## src/sv/setc_pkg.sv

```systemverilog
// Shared types and constants for the scope edge trigger capture block.
package setc_pkg;

    localparam int unsigned C_SAMPLE_W   = 16;
    localparam int unsigned C_SLOT_W     = 10;
    localparam int unsigned C_STAMP_W    = 40;
    localparam int unsigned C_RAW_W      = 48;
    localparam int unsigned C_SKIP_W     = 16;
    localparam int unsigned C_HOLD_W     = 31;
    localparam int unsigned C_SHIFT_W    = 4;
    localparam int unsigned C_SRC_W      = 2;
    localparam int unsigned C_MODE_W     = 2;
    localparam int unsigned C_CFG_IDX_W  = 3;
    localparam int unsigned C_CFG_DATA_W = 31;
    localparam int unsigned C_MAX_CHAN   = 4;

    // Sets per capture; slot is C_SLOT_W bits, so at most 1023.
    localparam logic [C_SLOT_W-1:0] C_CAPTURE_DEPTH = 10'd800;

    // Timestamp is raw_count * 2 / 1000, i.e. raw_count / 500.
    localparam int unsigned C_STAMP_DIV = 1000 / 2;
    localparam int unsigned C_REM_W     = $clog2(C_STAMP_DIV);
    localparam logic [C_REM_W-1:0] C_REM_LAST = C_REM_W'(C_STAMP_DIV - 1);

    localparam logic [C_HOLD_W-1:0] C_HOLDOFF_RESET = 31'd1000;

    // Configuration register indexes.
    localparam logic [C_CFG_IDX_W-1:0] CFG_DECIM_SHIFT = 3'd0;
    localparam logic [C_CFG_IDX_W-1:0] CFG_TRIG_SOURCE = 3'd1;
    localparam logic [C_CFG_IDX_W-1:0] CFG_TRIG_THRESH = 3'd2;
    localparam logic [C_CFG_IDX_W-1:0] CFG_HOLDOFF     = 3'd3;
    localparam logic [C_CFG_IDX_W-1:0] CFG_ARM_MODE    = 3'd4;
    localparam logic [C_CFG_IDX_W-1:0] CFG_EDGE_DIR    = 3'd5;

    // Arm modes.
    localparam logic [C_MODE_W-1:0] MODE_STOPPED    = 2'd0;
    localparam logic [C_MODE_W-1:0] MODE_SINGLE     = 2'd1;
    localparam logic [C_MODE_W-1:0] MODE_CONTINUOUS = 2'd2;
    localparam logic [C_MODE_W-1:0] MODE_ALIAS      = 2'd3;

    // Edge directions.
    localparam logic EDGE_RISING  = 1'b0;
    localparam logic EDGE_FALLING = 1'b1;

    typedef struct packed {
        logic signed [C_SAMPLE_W-1:0] chan0;
        logic signed [C_SAMPLE_W-1:0] chan1;
        logic signed [C_SAMPLE_W-1:0] chan2;
        logic signed [C_SAMPLE_W-1:0] chan3;
    } t_in_set;

    typedef struct packed {
        logic signed [C_SAMPLE_W-1:0] cap0;
        logic signed [C_SAMPLE_W-1:0] cap1;
        logic signed [C_SAMPLE_W-1:0] cap2;
        logic signed [C_SAMPLE_W-1:0] cap3;
        logic [C_SLOT_W-1:0]          slot;
        logic                         final_res;
        logic [C_STAMP_W-1:0]         stamp_ms;
        logic [C_MODE_W-1:0]          mode_after;
    } t_out_set;

endpackage

```

## src/sv/setc_outq.sv

```systemverilog
// Two-entry result queue that decouples the sample path from output stalls.
module setc_outq
    import setc_pkg::*;
(
    input  logic     i_clk,
    input  logic     i_rst_n,
    input  logic     i_push,
    input  t_out_set i_data,
    output logic     o_full,
    output logic     o_valid,
    output t_out_set o_data,
    input  logic     i_stall
);

    logic [1:0] r_cnt;
    logic [1:0] n_cnt;
    t_out_set   r_head;
    t_out_set   n_head;
    t_out_set   r_tail;
    t_out_set   n_tail;
    logic       pop;
    logic       push;

    assign pop  = (r_cnt != 2'd0) && !i_stall;
    assign push = i_push && (r_cnt != 2'd2);

    always_comb begin
        n_cnt  = r_cnt;
        n_head = r_head;
        n_tail = r_tail;
        case (r_cnt)
            2'd0: begin
                if (push) begin
                    n_head = i_data;
                    n_cnt  = 2'd1;
                end
            end
            2'd1: begin
                if (push && pop) begin
                    n_head = i_data;
                end else if (push) begin
                    n_tail = i_data;
                    n_cnt  = 2'd2;
                end else if (pop) begin
                    n_cnt  = 2'd0;
                end
            end
            2'd2: begin
                if (pop) begin
                    n_head = r_tail;
                    n_cnt  = 2'd1;
                end
            end
            default: begin
                n_cnt = 2'd0;
            end
        endcase
    end

    always_ff @(posedge i_clk) begin
        if (!i_rst_n) begin
            r_cnt <= 2'd0;
        end else begin
            r_cnt <= n_cnt;
        end
    end

    // Payload holds no reset.
    always_ff @(posedge i_clk) begin
        r_head <= n_head;
        r_tail <= n_tail;
    end

    assign o_full  = (r_cnt == 2'd2);
    assign o_valid = (r_cnt != 2'd0);
    assign o_data  = r_head;

endmodule

```

## src/sv/scope_edge_trigger_capture_top.sv

```systemverilog
// Top level of the scope edge trigger capture block.
//
//  Channel   Direction  Handshake                Payload
//  in        sink       i_in_valid / o_in_stall   i_in_data  (t_in_set)
//  out       source     o_out_valid / i_out_stall o_out_data (t_out_set)
//  cfg       sink       i_cfg_we                  i_cfg_idx, i_cfg_data
//
// One sample set is taken every cycle unless the input is stalled; all trigger,
// decimation and holdoff logic for a set runs in the transfer cycle and any
// result it produces is registered in a two-entry output queue.
// The input stalls only while that queue holds two results the consumer has
// not taken. Reset is synchronous; there is no clearing pass. The timestamp
// divide is replaced by a running quotient/remainder pair.
module scope_edge_trigger_capture_top
    import setc_pkg::*;
#(
    parameter int unsigned NUM_CHANNELS = 4
)
(
    input  logic                    i_clk,
    input  logic                    i_rst_n,
    // sample input
    input  logic                    i_in_valid,
    output logic                    o_in_stall,
    input  t_in_set                 i_in_data,
    // result output
    output logic                    o_out_valid,
    input  logic                    i_out_stall,
    output t_out_set                o_out_data,
    // configuration writes
    input  logic                    i_cfg_we,
    input  logic [C_CFG_IDX_W-1:0]  i_cfg_idx,
    input  logic [C_CFG_DATA_W-1:0] i_cfg_data
);

    // Configuration registers.
    logic        [C_SHIFT_W-1:0]  r_shift;
    logic        [C_SRC_W-1:0]    r_src;
    logic signed [C_SAMPLE_W-1:0] r_thresh;
    logic        [C_HOLD_W-1:0]   r_holdoff;
    logic        [C_MODE_W-1:0]   r_arm_mode;
    logic                         r_edge_dir;

    // Running state.
    logic signed [C_SAMPLE_W-1:0] r_prev [NUM_CHANNELS];
    logic        [C_SKIP_W-1:0]   r_skip;
    logic        [C_SKIP_W-1:0]   n_skip;
    logic        [C_HOLD_W-1:0]   r_hold_left;
    logic        [C_HOLD_W-1:0]   n_hold_left;
    logic                         r_capturing;
    logic                         n_capturing;
    logic        [C_SLOT_W-1:0]   r_fill;
    logic        [C_SLOT_W-1:0]   n_fill;
    logic        [C_RAW_W-1:0]    r_raw;
    logic        [C_RAW_W-1:0]    n_raw;
    logic        [C_STAMP_W-1:0]  r_quot;
    logic        [C_STAMP_W-1:0]  n_quot;
    logic        [C_REM_W-1:0]    r_rem;
    logic        [C_REM_W-1:0]    n_rem;
    logic                         r_disarmed;
    logic                         n_disarmed;

    // Per-set combinational values.
    logic signed [C_SAMPLE_W-1:0] cur  [C_MAX_CHAN];
    logic signed [C_SAMPLE_W-1:0] prev [C_MAX_CHAN];
    logic signed [C_SAMPLE_W-1:0] trig_before;
    logic signed [C_SAMPLE_W-1:0] trig_now;
    logic        [C_SKIP_W-1:0]   skip_inc;
    logic        [C_SKIP_W-1:0]   keep_lim;
    logic        [C_HOLD_W-1:0]   hold_dec;
    logic        [C_MODE_W-1:0]   eff_mode;
    logic        [C_SLOT_W-1:0]   fill_eff;
    logic        [C_SLOT_W-1:0]   fill_inc;
    logic                         keep;
    logic                         hit;
    logic                         trig;
    logic                         emit;
    logic                         last;
    logic                         in_xfer;
    logic                         q_full;
    t_out_set                     res;

    assign in_xfer    = i_in_valid && !q_full;
    assign o_in_stall = q_full;

    // Widen the incoming set to four lanes; absent channels read as zero.
    assign cur[0] = i_in_data.chan0;
    assign cur[1] = (NUM_CHANNELS > 1) ? i_in_data.chan1 : '0;
    assign cur[2] = (NUM_CHANNELS > 2) ? i_in_data.chan2 : '0;
    assign cur[3] = (NUM_CHANNELS > 3) ? i_in_data.chan3 : '0;

    for (genvar g = 0; g < C_MAX_CHAN; g++) begin : g_prev
        if (g < NUM_CHANNELS) begin : g_live
            assign prev[g] = r_prev[g];
            always_ff @(posedge i_clk) begin
                if (!i_rst_n) begin
                    r_prev[g] <= '0;
                end else if (in_xfer) begin
                    r_prev[g] <= cur[g];
                end
            end
        end else begin : g_absent
            assign prev[g] = '0;
        end
    end

    assign trig_before = prev[r_src];
    assign trig_now    = cur[r_src];

    // Decimation: keep a set once the counter reaches 2^shift.
    assign skip_inc = r_skip + C_SKIP_W'(1);
    assign keep_lim = C_SKIP_W'(1) << r_shift;
    assign keep     = (skip_inc >= keep_lim);

    // Holdoff counts raw sets, decremented before the trigger check.
    assign hold_dec = (r_hold_left != '0) ? (r_hold_left - C_HOLD_W'(1)) : '0;

    // Mode three behaves as continuous.
    always_comb begin
        if (r_disarmed) begin
            eff_mode = MODE_STOPPED;
        end else if (r_arm_mode == MODE_ALIAS) begin
            eff_mode = MODE_CONTINUOUS;
        end else begin
            eff_mode = r_arm_mode;
        end
    end

    always_comb begin
        if (r_edge_dir == EDGE_RISING) begin
            hit = (trig_before < r_thresh) && (trig_now >= r_thresh);
        end else begin
            hit = (trig_before > r_thresh) && (trig_now <= r_thresh);
        end
    end

    assign trig     = keep && (hold_dec == '0) && !r_capturing
                      && (eff_mode != MODE_STOPPED) && hit;
    assign emit     = keep && (r_capturing || trig);
    assign fill_eff = trig ? '0 : r_fill;
    assign fill_inc = fill_eff + C_SLOT_W'(1);
    assign last     = emit && (fill_inc >= C_CAPTURE_DEPTH);

    // Timestamp tracking: quotient and remainder of raw_count by the divisor,
    // cleared together when the raw counter wraps.
    always_comb begin
        n_raw  = r_raw + C_RAW_W'(1);
        n_quot = r_quot;
        n_rem  = r_rem;
        if (r_raw == '1) begin
            n_quot = '0;
            n_rem  = '0;
        end else if (r_rem == C_REM_LAST) begin
            n_quot = r_quot + C_STAMP_W'(1);
            n_rem  = '0;
        end else begin
            n_rem  = r_rem + C_REM_W'(1);
        end
    end

    // Advance the capture state for one transferred set.
    always_comb begin
        n_skip      = keep ? '0 : skip_inc;
        n_hold_left = last ? r_holdoff : hold_dec;
        n_capturing = emit ? !last : r_capturing;
        n_fill      = emit ? fill_inc : r_fill;
        n_disarmed  = r_disarmed || (last && (eff_mode == MODE_SINGLE));
    end

    always_comb begin
        res.cap0       = cur[0];
        res.cap1       = cur[1];
        res.cap2       = cur[2];
        res.cap3       = cur[3];
        res.slot       = fill_eff;
        res.final_res  = last;
        res.stamp_ms   = last ? n_quot : '0;
        res.mode_after = '0;
        if (last && (eff_mode != MODE_SINGLE)) begin
            res.mode_after = eff_mode;
        end
    end

    always_ff @(posedge i_clk) begin
        if (!i_rst_n) begin
            r_shift     <= '0;
            r_src       <= '0;
            r_thresh    <= '0;
            r_holdoff   <= C_HOLDOFF_RESET;
            r_arm_mode  <= MODE_STOPPED;
            r_edge_dir  <= EDGE_RISING;
            r_skip      <= '0;
            r_hold_left <= '0;
            r_capturing <= 1'b0;
            r_fill      <= '0;
            r_raw       <= '0;
            r_quot      <= '0;
            r_rem       <= '0;
            r_disarmed  <= 1'b0;
        end else begin
            if (in_xfer) begin
                r_skip      <= n_skip;
                r_hold_left <= n_hold_left;
                r_capturing <= n_capturing;
                r_fill      <= n_fill;
                r_raw       <= n_raw;
                r_quot      <= n_quot;
                r_rem       <= n_rem;
            end
            // Writing the arm mode rearms; otherwise advance with the set.
            if (i_cfg_we && (i_cfg_idx == CFG_ARM_MODE)) begin
                r_disarmed <= 1'b0;
            end else if (in_xfer) begin
                r_disarmed <= n_disarmed;
            end
            // Register writes are expected only while idle.
            if (i_cfg_we) begin
                unique case (i_cfg_idx)
                    CFG_DECIM_SHIFT: r_shift    <= i_cfg_data[C_SHIFT_W-1:0];
                    CFG_TRIG_SOURCE: r_src      <= i_cfg_data[C_SRC_W-1:0];
                    CFG_TRIG_THRESH: r_thresh   <= i_cfg_data[C_SAMPLE_W-1:0];
                    CFG_HOLDOFF:     r_holdoff  <= i_cfg_data[C_HOLD_W-1:0];
                    CFG_ARM_MODE:    r_arm_mode <= i_cfg_data[C_MODE_W-1:0];
                    CFG_EDGE_DIR:    r_edge_dir <= i_cfg_data[0];
                    default: begin
                    end
                endcase
            end
        end
    end

    // Hold results until the consumer takes them.
    setc_outq u_outq (
        .i_clk   (i_clk),
        .i_rst_n (i_rst_n),
        .i_push  (in_xfer && emit),
        .i_data  (res),
        .o_full  (q_full),
        .o_valid (o_out_valid),
        .o_data  (o_out_data),
        .i_stall (i_out_stall)
    );

endmodule
```

## config.mk

```make
export PLATFORM = sky130hd
export DESIGN_NAME = scope_edge_trigger_capture_top
export DESIGN_NICKNAME = d
export VERILOG_FILES = /design/src/sv/setc_pkg.sv /design/src/sv/setc_outq.sv /design/src/sv/scope_edge_trigger_capture_top.sv
export SDC_FILE = /design/constraint.sdc
export NUM_CORES = 1
export LEC_CHECK = 0
export BUFFER_PORTS_ARGS = -buffer_cell sky130_fd_sc_hd__buf_2
export CAP_MARGIN = 20
export CORE_ASPECT_RATIO = 1.1
export CORE_MARGIN = 1.5
export CORE_UTILIZATION = 60
export CTS_BUF_LIST = sky130_fd_sc_hd__clkbuf_8
export DETAILED_ROUTE_END_ITERATION = 7
export HOLD_SLACK_MARGIN = 0.05
export PLACE_DENSITY = 0.77
export SLEW_MARGIN = 20
export SYNTH_ARGS = -nofsm -noshare
export SYNTH_HDL_FRONTEND = slang
export SYNTH_HIERARCHICAL = 1
export SYNTH_SLANG_ARGS = --single-unit
```

## constraint.sdc

```tcl
create_clock -name i_clk -period 15.7 [get_ports i_clk]
set_input_delay 0.785 -clock i_clk [delete_from_list [all_inputs] [get_ports i_clk]]
set_output_delay 0.785 -clock i_clk [all_outputs]
set_load 0.02 [all_outputs]
```

* Word level (Yosys, flattened, before mapping)
Memories as Yosys holds them, arrays and structs flattened.
Cells that the tools add are included.
** Word-level totals
- Bits in registers :: 448
- Latch bits :: 0
- Memory bits (writable) :: 64
- Bits in read-only memories :: 0
- Output and inout port bits :: 119
- Word-level logic and storage cells :: 148
- Memories kept :: 1
** Operators by class
- Add/subtract/negate cells :: 6
- $mul :: 0
- Div/mod/pow operators :: 0
- Order comparisons :: 7
- Eq/ne operators :: 18
- Shifts and indexed selects :: 1
- Muxes and demuxes :: 37
- Bitwise operators :: 7
- Reduce and logical (&&, ||, !) cells :: 40
** Memory list
- r_prev :: words 4, width 16, rd ports 4, clocked after memory_dff 0, wr ports 4, RTL line scope_edge_trigger_capture_top.sv:45 : logic signed [C_SAMPLE_W-1:0] r_prev [NUM_CHANNELS];
** Operator list (count)
- $mux W117 :: 3
- $pmux W117 S3 :: 1
- $mux W16 :: 9
- $mux W40 :: 3
- $bmux W16 S2 :: 2
- $mux W31 :: 2
- $add A48 B1 Y48 const B :: 1
- $eq A48 B48 Y1 const B :: 1
- $add A40 B1 Y40 const B :: 1
- $ge A16 B16 Y1 :: 2
- $logic_not A31 Y1 :: 1
- $reduce_bool A31 Y1 :: 1
- $sub A31 B1 Y31 const B :: 1
- $mux W9 :: 2
- $add A16 B1 Y16 const B :: 1
- $gt A16 B16 Y1 :: 1
- $le A16 B16 Y1 :: 1
- $logic_and A1 B1 Y1 :: 16
- $lt A16 B16 Y1 :: 1
- $mux W2 :: 8
- $shl A1 B4 Y16 const A :: 1
- $reduce_and A2 Y1 :: 7
- $add A10 B1 Y10 const B :: 1
- $ge A10 B10 Y1 const B :: 1
- other kinds (26) :: 48

* Depth between registers and ports, before layout
- Word-level depth :: 16
- Depth in mapped cells :: 28

* By module
The synthesis kept the hierarchy.
** Modules (own cells, without submodules)
- scope_edge_trigger_capture_top :: times used 1, cells each 1770, area an instance 15621.2 µm², sequential area each 6165.9 µm²
- setc_outq :: times used 1, cells each 382, area an instance 9105.0 µm², sequential area each 7066.8 µm²

* Worst setup path before layout
Ideal clock, no wire load.
- Kind :: flip-flop to flip-flop
- From :: reg r_src[0]
- To :: reg u_outq/r_tail[0] in the netlist's numbering, enable pin
- Arrival time :: 9.166 ns
- Data required time :: 15.091 ns
- Setup slack :: 5.925 ns
- Stages on the path, launching flop included :: 15
- Clock period less this slack :: 9.775 ns
- Cell sequence :: dfxtp_1 -> clkbuf_1 -> buf_1 -> mux4_2 -> ha_1 -> a21oi_1 -> o21a_1 -> o22ai_1 -> or4_1 -> a21oi_1 -> o21ba_2 -> or4_4 -> a21oi_2 -> and2b_2 -> nor2b_1
** Between the ends
- Longest elaborated chain between the ends :: 15
- Elaborated cells between the ends (all ways) :: 22
- Classes of those cells :: order compare (4); mux (7); bitwise (2); reduce/logical (9)
** RTL lines
- from (decl) :: RTL line scope_edge_trigger_capture_top.sv:38 : logic [C_SRC_W-1:0] r_src;
- from (signal assigned) :: RTL line scope_edge_trigger_capture_top.sv:220 : CFG_TRIG_SOURCE: r_src <= i_cfg_data[C_SRC_W-1:0];
- $not A2 Y3 (implied by the code) (*) :: RTL line scope_edge_trigger_capture_top.sv:107, scope_edge_trigger_capture_top.sv:108
- $bmux W16 S2, on equally long branches :: RTL line scope_edge_trigger_capture_top.sv:107, scope_edge_trigger_capture_top.sv:108
- $mux W16, on equally long branches (2 in series) :: RTL line scope_edge_trigger_capture_top.sv:107, scope_edge_trigger_capture_top.sv:108
- $lt A16 B16 Y1 (tied with other cells) :: RTL line scope_edge_trigger_capture_top.sv:131 : hit = (trig_before < r_thresh) && (trig_now >= r_thresh);
- $logic_and A1 B1 Y1, on equally long branches :: RTL line scope_edge_trigger_capture_top.sv:131, scope_edge_trigger_capture_top.sv:133
- $mux W1 (*) :: RTL line scope_edge_trigger_capture_top.sv:130 : if (r_edge_dir == EDGE_RISING) begin
- $logic_and A1 B1 Y1 (*) :: RTL line scope_edge_trigger_capture_top.sv:138 : && (eff_mode != MODE_STOPPED) && hit;
- $logic_or A1 B1 Y1 (*) :: RTL line scope_edge_trigger_capture_top.sv:139 : assign emit = keep && (r_capturing || trig);
- $logic_and A1 B1 Y1 (*) :: RTL line scope_edge_trigger_capture_top.sv:139
- $logic_and A1 B1 Y1 (*) :: RTL line scope_edge_trigger_capture_top.sv:236 : .i_push (in_xfer && emit),
- $logic_and A1 B1 Y1 (*) :: RTL line setc_outq.sv:25 : assign push = i_push && (r_cnt != 2'd2);
- $logic_and A1 B1 Y1 :: RTL line setc_outq.sv:39 : if (push && pop) begin
- $not A1 Y1 (no source line)
- $reduce_and A3 Y1 (no source line) (*)
- to (signal assigned) :: RTL line setc_outq.sv:71 : r_tail <= n_tail;
- to (decl) :: RTL line setc_outq.sv:19 : t_out_set r_tail;
Mark *: on every way between the ends. The rest lies on a longest branch, timed or not. The select of a mux whose other input is x is not followed.
A chain may end at the register's enable or synchronous reset.

==> impl_metrics.sql <==
INSERT INTO impl_metrics (metric_group, metric, value, unit) VALUES
('status', 'outcome', 'complete, no violations', ''),
('final_layout', 'post_route_cells_drive_above_1_share', '0.215', ''),
('yosys', 'yosys_register_bits', '512', ''),
('job', 'maxCapViolations', '0', ''),
('global_route', 'grt_usage', '0.262', ''),
('yosys', 'netlist_area', '0.0247', 'sq mm'),
('routing', 'met2WireLength', '25.8', 'mm'),
('routing', 'wl_met3', '3.65', 'mm'),
('clock_tree', 'clk_transition_reported_paths', '0.06', 'ns'),
('timing', 'worstMarginPinSlew', '1.02', 'ns'),
('power_and_ir_drop', 'power.ir.vdd_worst', '0.0000936', 'V'),
('die', 'core_area', '0.0405', 'sq mm'),
('power_and_ir_drop', 'netSwitchingFraction', '0.264', ''),
('die', 'floorplan.die_area', '0.0424', 'sq mm'),
('placed_design', 'port-buffer-count', '221', ''),
('clock_tree', 'insertion_delay_to_the_later_sink_of_the_worst_skew_pair', '0.66', 'ns'),
('routing', 'postRouteWirelength', '55.0', 'mm'),
('clock_tree', 'clk_root_buffer_cell', 'clkbuf_8', ''),
('timing', 'grt_setup_unrepaired', 'no', ''),
('yosys', 'distinct_cell_type_count_of_the_synthesized_netlist', '78', ''),
('critical_path', 'slowest_delay', '0.70', 'ns'),
('final_layout', 'syn_to_final_growth', '11.4', '%'),
('routing', 'total_via_count_after_detailed_routing', '17300', ''),
('timing', 'min_period', '7.31', 'ns'),
('critical_path', 'crit_path_slowest_cell', 'inv_2', ''),
('routing', 'drt.antenna.violating_nets', '0', ''),
('global_route', 'grt_pass1_vias', '17100', ''),
('clock_tree', 'cts-htree-levels', '3', ''),
('clock_tree', 'cts_max_path_buffers', '3', ''),
('placed_design', 'gp_congestion', '0.930', ''),
('min_path', 'worstHoldStart', 'i_in_data[63]', ''),
('min_path', 'hold_path_class', 'input pin to flop', ''),
('timing', 'tns', '0', 'ns'),
('routing', 'drt_first_iter_violations', '1415', ''),
('clock_tree', 'cts_tree', 'done', ''),
('critical_path', 'required', '16.23', 'ns'),
('timing', 'timing_hold_violations_final', '0', ''),
('global_route', 'grt_start_max_net_pins', '103', ''),
('global_route', 'grt_first_pass_wirelength', '88.7', 'mm'),
('yosys', 'post_synth_inst_count', '2152', ''),
('power_and_ir_drop', 'clkPwrFrac', '0.367', ''),
('die', 'fp.dieH', '216', 'microns'),
('routing', 'wl_per_cell', '18.7', 'microns'),
('global_route', 'remaining_global_route_overflow', '0', ''),
('die', 'initial_core_util', '0.611', ''),
('critical_path', 'critical_path.startpoint', 'r_hold_left[0]$_SDFFE_PN0P_', ''),
('clock_tree', 'postCtsResizedCells', '0', ''),
('yosys', 'per_instance_average_area_after_synthesis', '11.5', 'sq um'),
('timing', 'fin_worst_skew', '0.0216', 'ns'),
('power_and_ir_drop', 'net_switching_power_figure', '0.000776', 'W'),
('yosys', 'synthesis.yosys.warnings', '6', ''),
('die', 'design.portCount', '222', ''),
('critical_path', 'worstPathCellList', 'inv_1 > ha_1 > or4b_1 > nor4_4 > nand3b_1 > o21ai_0 > nand4b_1 > or4b_1 > or4_4 > and2_1 > ha_1 > and4_1 > and3_1 > o211ai_1 > o211a_1 > nand3_1 > inv_2 > nand2b_1 > buf_4 > nor2_1 > mux2_4', ''),
('die', 'row_count', '77', ''),
('final_layout', 'net_count_final', '2515', ''),
('critical_path', 'cp-start-kind', 'flop', ''),
('yosys', 'synth_edf_count', '298', ''),
('routing', 'drcViolationCount', '0', ''),
('routing', 'met1Wirelength', '23.6', 'mm'),
('routing', 'via_per_inst', '5.90', ''),
('die', 'chipWidth', '197', 'microns'),
('power_and_ir_drop', 'combinationalPowerShare', '0.126', ''),
('yosys', 'ys_dominant_reg_cell', 'edfxtp_1', ''),
('critical_path', 'crit_path_max_fanout', '40', ''),
('timing', 'max-slew-margin-rel', '0.318', ''),
('final_layout', 'multiInputGateArea', '0.0107', 'sq mm'),
('clock_tree', 'clock_sink_count', '512', ''),
('placed_design', 'dp.final_hpwl', '36.9', 'mm'),
('placed_design', 'post-place-ws', '8.41', 'ns'),
('final_layout', 'num-fill-cells', '3011', ''),
('global_route', 'antenna_found_initial', '6', '');
[power by group through the flow]
stage          Combinational (W)  Clock, W  Sequential (W)
5_1_grt                 0.000407   0.00116         0.00149
3_3_place_gp            0.000355         0         0.00151
2_1_floorplan           0.000279         0         0.00150
6_report                0.000369   0.00108         0.00149
4_1_cts                 0.000364   0.00110         0.00149
3_5_place_dp            0.000362         0         0.00151
[cell families (layout without fill, tap and decap cells)]
family,Yosys count,count (layout),synth area share
mux,169,169,0.106
buf+inv,156,425,0.0324
simple gates,831,831,0.176
compound gates,319,319,0.0844
other cells,1,8,0.000152
flops,512,512,0.535
fa+ha+maj,55,55,0.0278
xor+xnor,109,109,0.0386
[layer usage]
metal / vias up / track usage
li1: 8317 / -
met1: 8326 / 0.344
met2: 570 / 0.421
met3: 125 / 0.0497
met4: 6 / 0.121
met5: - / 0
[cell usage in the layout, fill, tap and decap left out, types with 64 or more instances in the layout]
| master | instances |
|---|---|
| and2_1 | 81 |
| nand3_1 | 66 |
| edfxtp_1 | 298 |
| and3_1 | 99 |
| clkbuf_8 | 86 |
| dfxtp_1 | 213 |
| buf_2 | 220 |
| inv_1 | 64 |
| xnor2_1 | 64 |
| nor2_1 | 100 |
| o21ai_0 | 97 |
| nand2_1 | 259 |
| mux2_4 | 99 |
[sequential cells by signal, indices dropped and copies added (netlist names), 4 cells and up]
| name | flops |
|---|---|
| r_shift | 4 |
| r_hold_left | 31 |
| r_fill | 10 |
| r_prev | 64 |
| r_holdoff | 31 |
| r_rem | 9 |
| r_raw | 48 |
| r_skip | 16 |
| r_quot | 40 |
| r_thresh | 16 |
| u_outq/o_data | 117 |
| u_outq/r_tail | 117 |
[through the flow]
stage                     area, sq um  hold WS [ns]  total power (W)  std cells
after global placement          26000         0.453          0.00187       2785
final                           27600         0.340          0.00294       2941
after floorplan                 24700         0.425          0.00178       2153
after CTS                       27500         0.294          0.00296       2934
after global routing            27500         0.316          0.00306       2938
after detailed placement        26000         0.458          0.00188       2785
[synthesized netlist by cell type, types with 27 or more instances]
cell type / count / area share
o21ai_0: 97 / 0.020
xor2_1: 45 / 0.016
inv_1: 33 / 0.0050
nor2b_1: 27 / 0.0068
ha_1: 55 / 0.028
and3_1: 99 / 0.025
mux2_4: 99 / 0.060
nor3_1: 32 / 0.0065
nand4_1: 40 / 0.010
dfxtp_1: 214 / 0.17
mux4_2: 32 / 0.029
and2_1: 81 / 0.020
edfxtp_1: 298 / 0.36
xnor2_1: 64 / 0.023
a21boi_0: 56 / 0.017
nor2_1: 102 / 0.015
clkbuf_1: 99 / 0.015
nand3_1: 66 / 0.013
a21oi_1: 39 / 0.0079
nand2_1: 259 / 0.039
[critical path: cells and delay by family (launching register included)]
family	cells	cell delay [ns]
AO/OA/AOI/OAI	3	0.61
adder cells (fa/ha/maj)	2	0.54
buffers and inverters	3	1.08
flip-flops	1	0.35
multiplexers	1	0.17
AND/OR/NAND/NOR	12	4.36
[final cells by class]
| type | instances | share of cell area |
|---|---|---|
| Sequential cell | 512 | 0.480 |
| Multi-Input combinational cell | 1485 | 0.389 |
| Timing Repair Buffer | 242 | 0.0467 |
| Clock buffer | 86 | 0.0430 |
| Tap cell | 513 | 0.0233 |
| Clock inverter | 63 | 0.0122 |
| Inverter | 34 | 0.00468 |
| Antenna cell | 6 | 0.000545 |
[final timing paths]
kind / to / slack, ns / cells after the start
worst max register to register: u_outq/o_data[16]$_DFFE_PP_ / 8.39 / 21
worst max-delay path: u_outq/o_data[16]$_DFFE_PP_ / 8.39 / 21
worst min-delay path: u_outq/r_tail[116]$_DFFE_PP_ / 0.34 / 1
worst min register to register: r_holdoff[26]$_SDFFE_PN0P_ / 0.47 / 2
(Power assumes the default switching activity.)
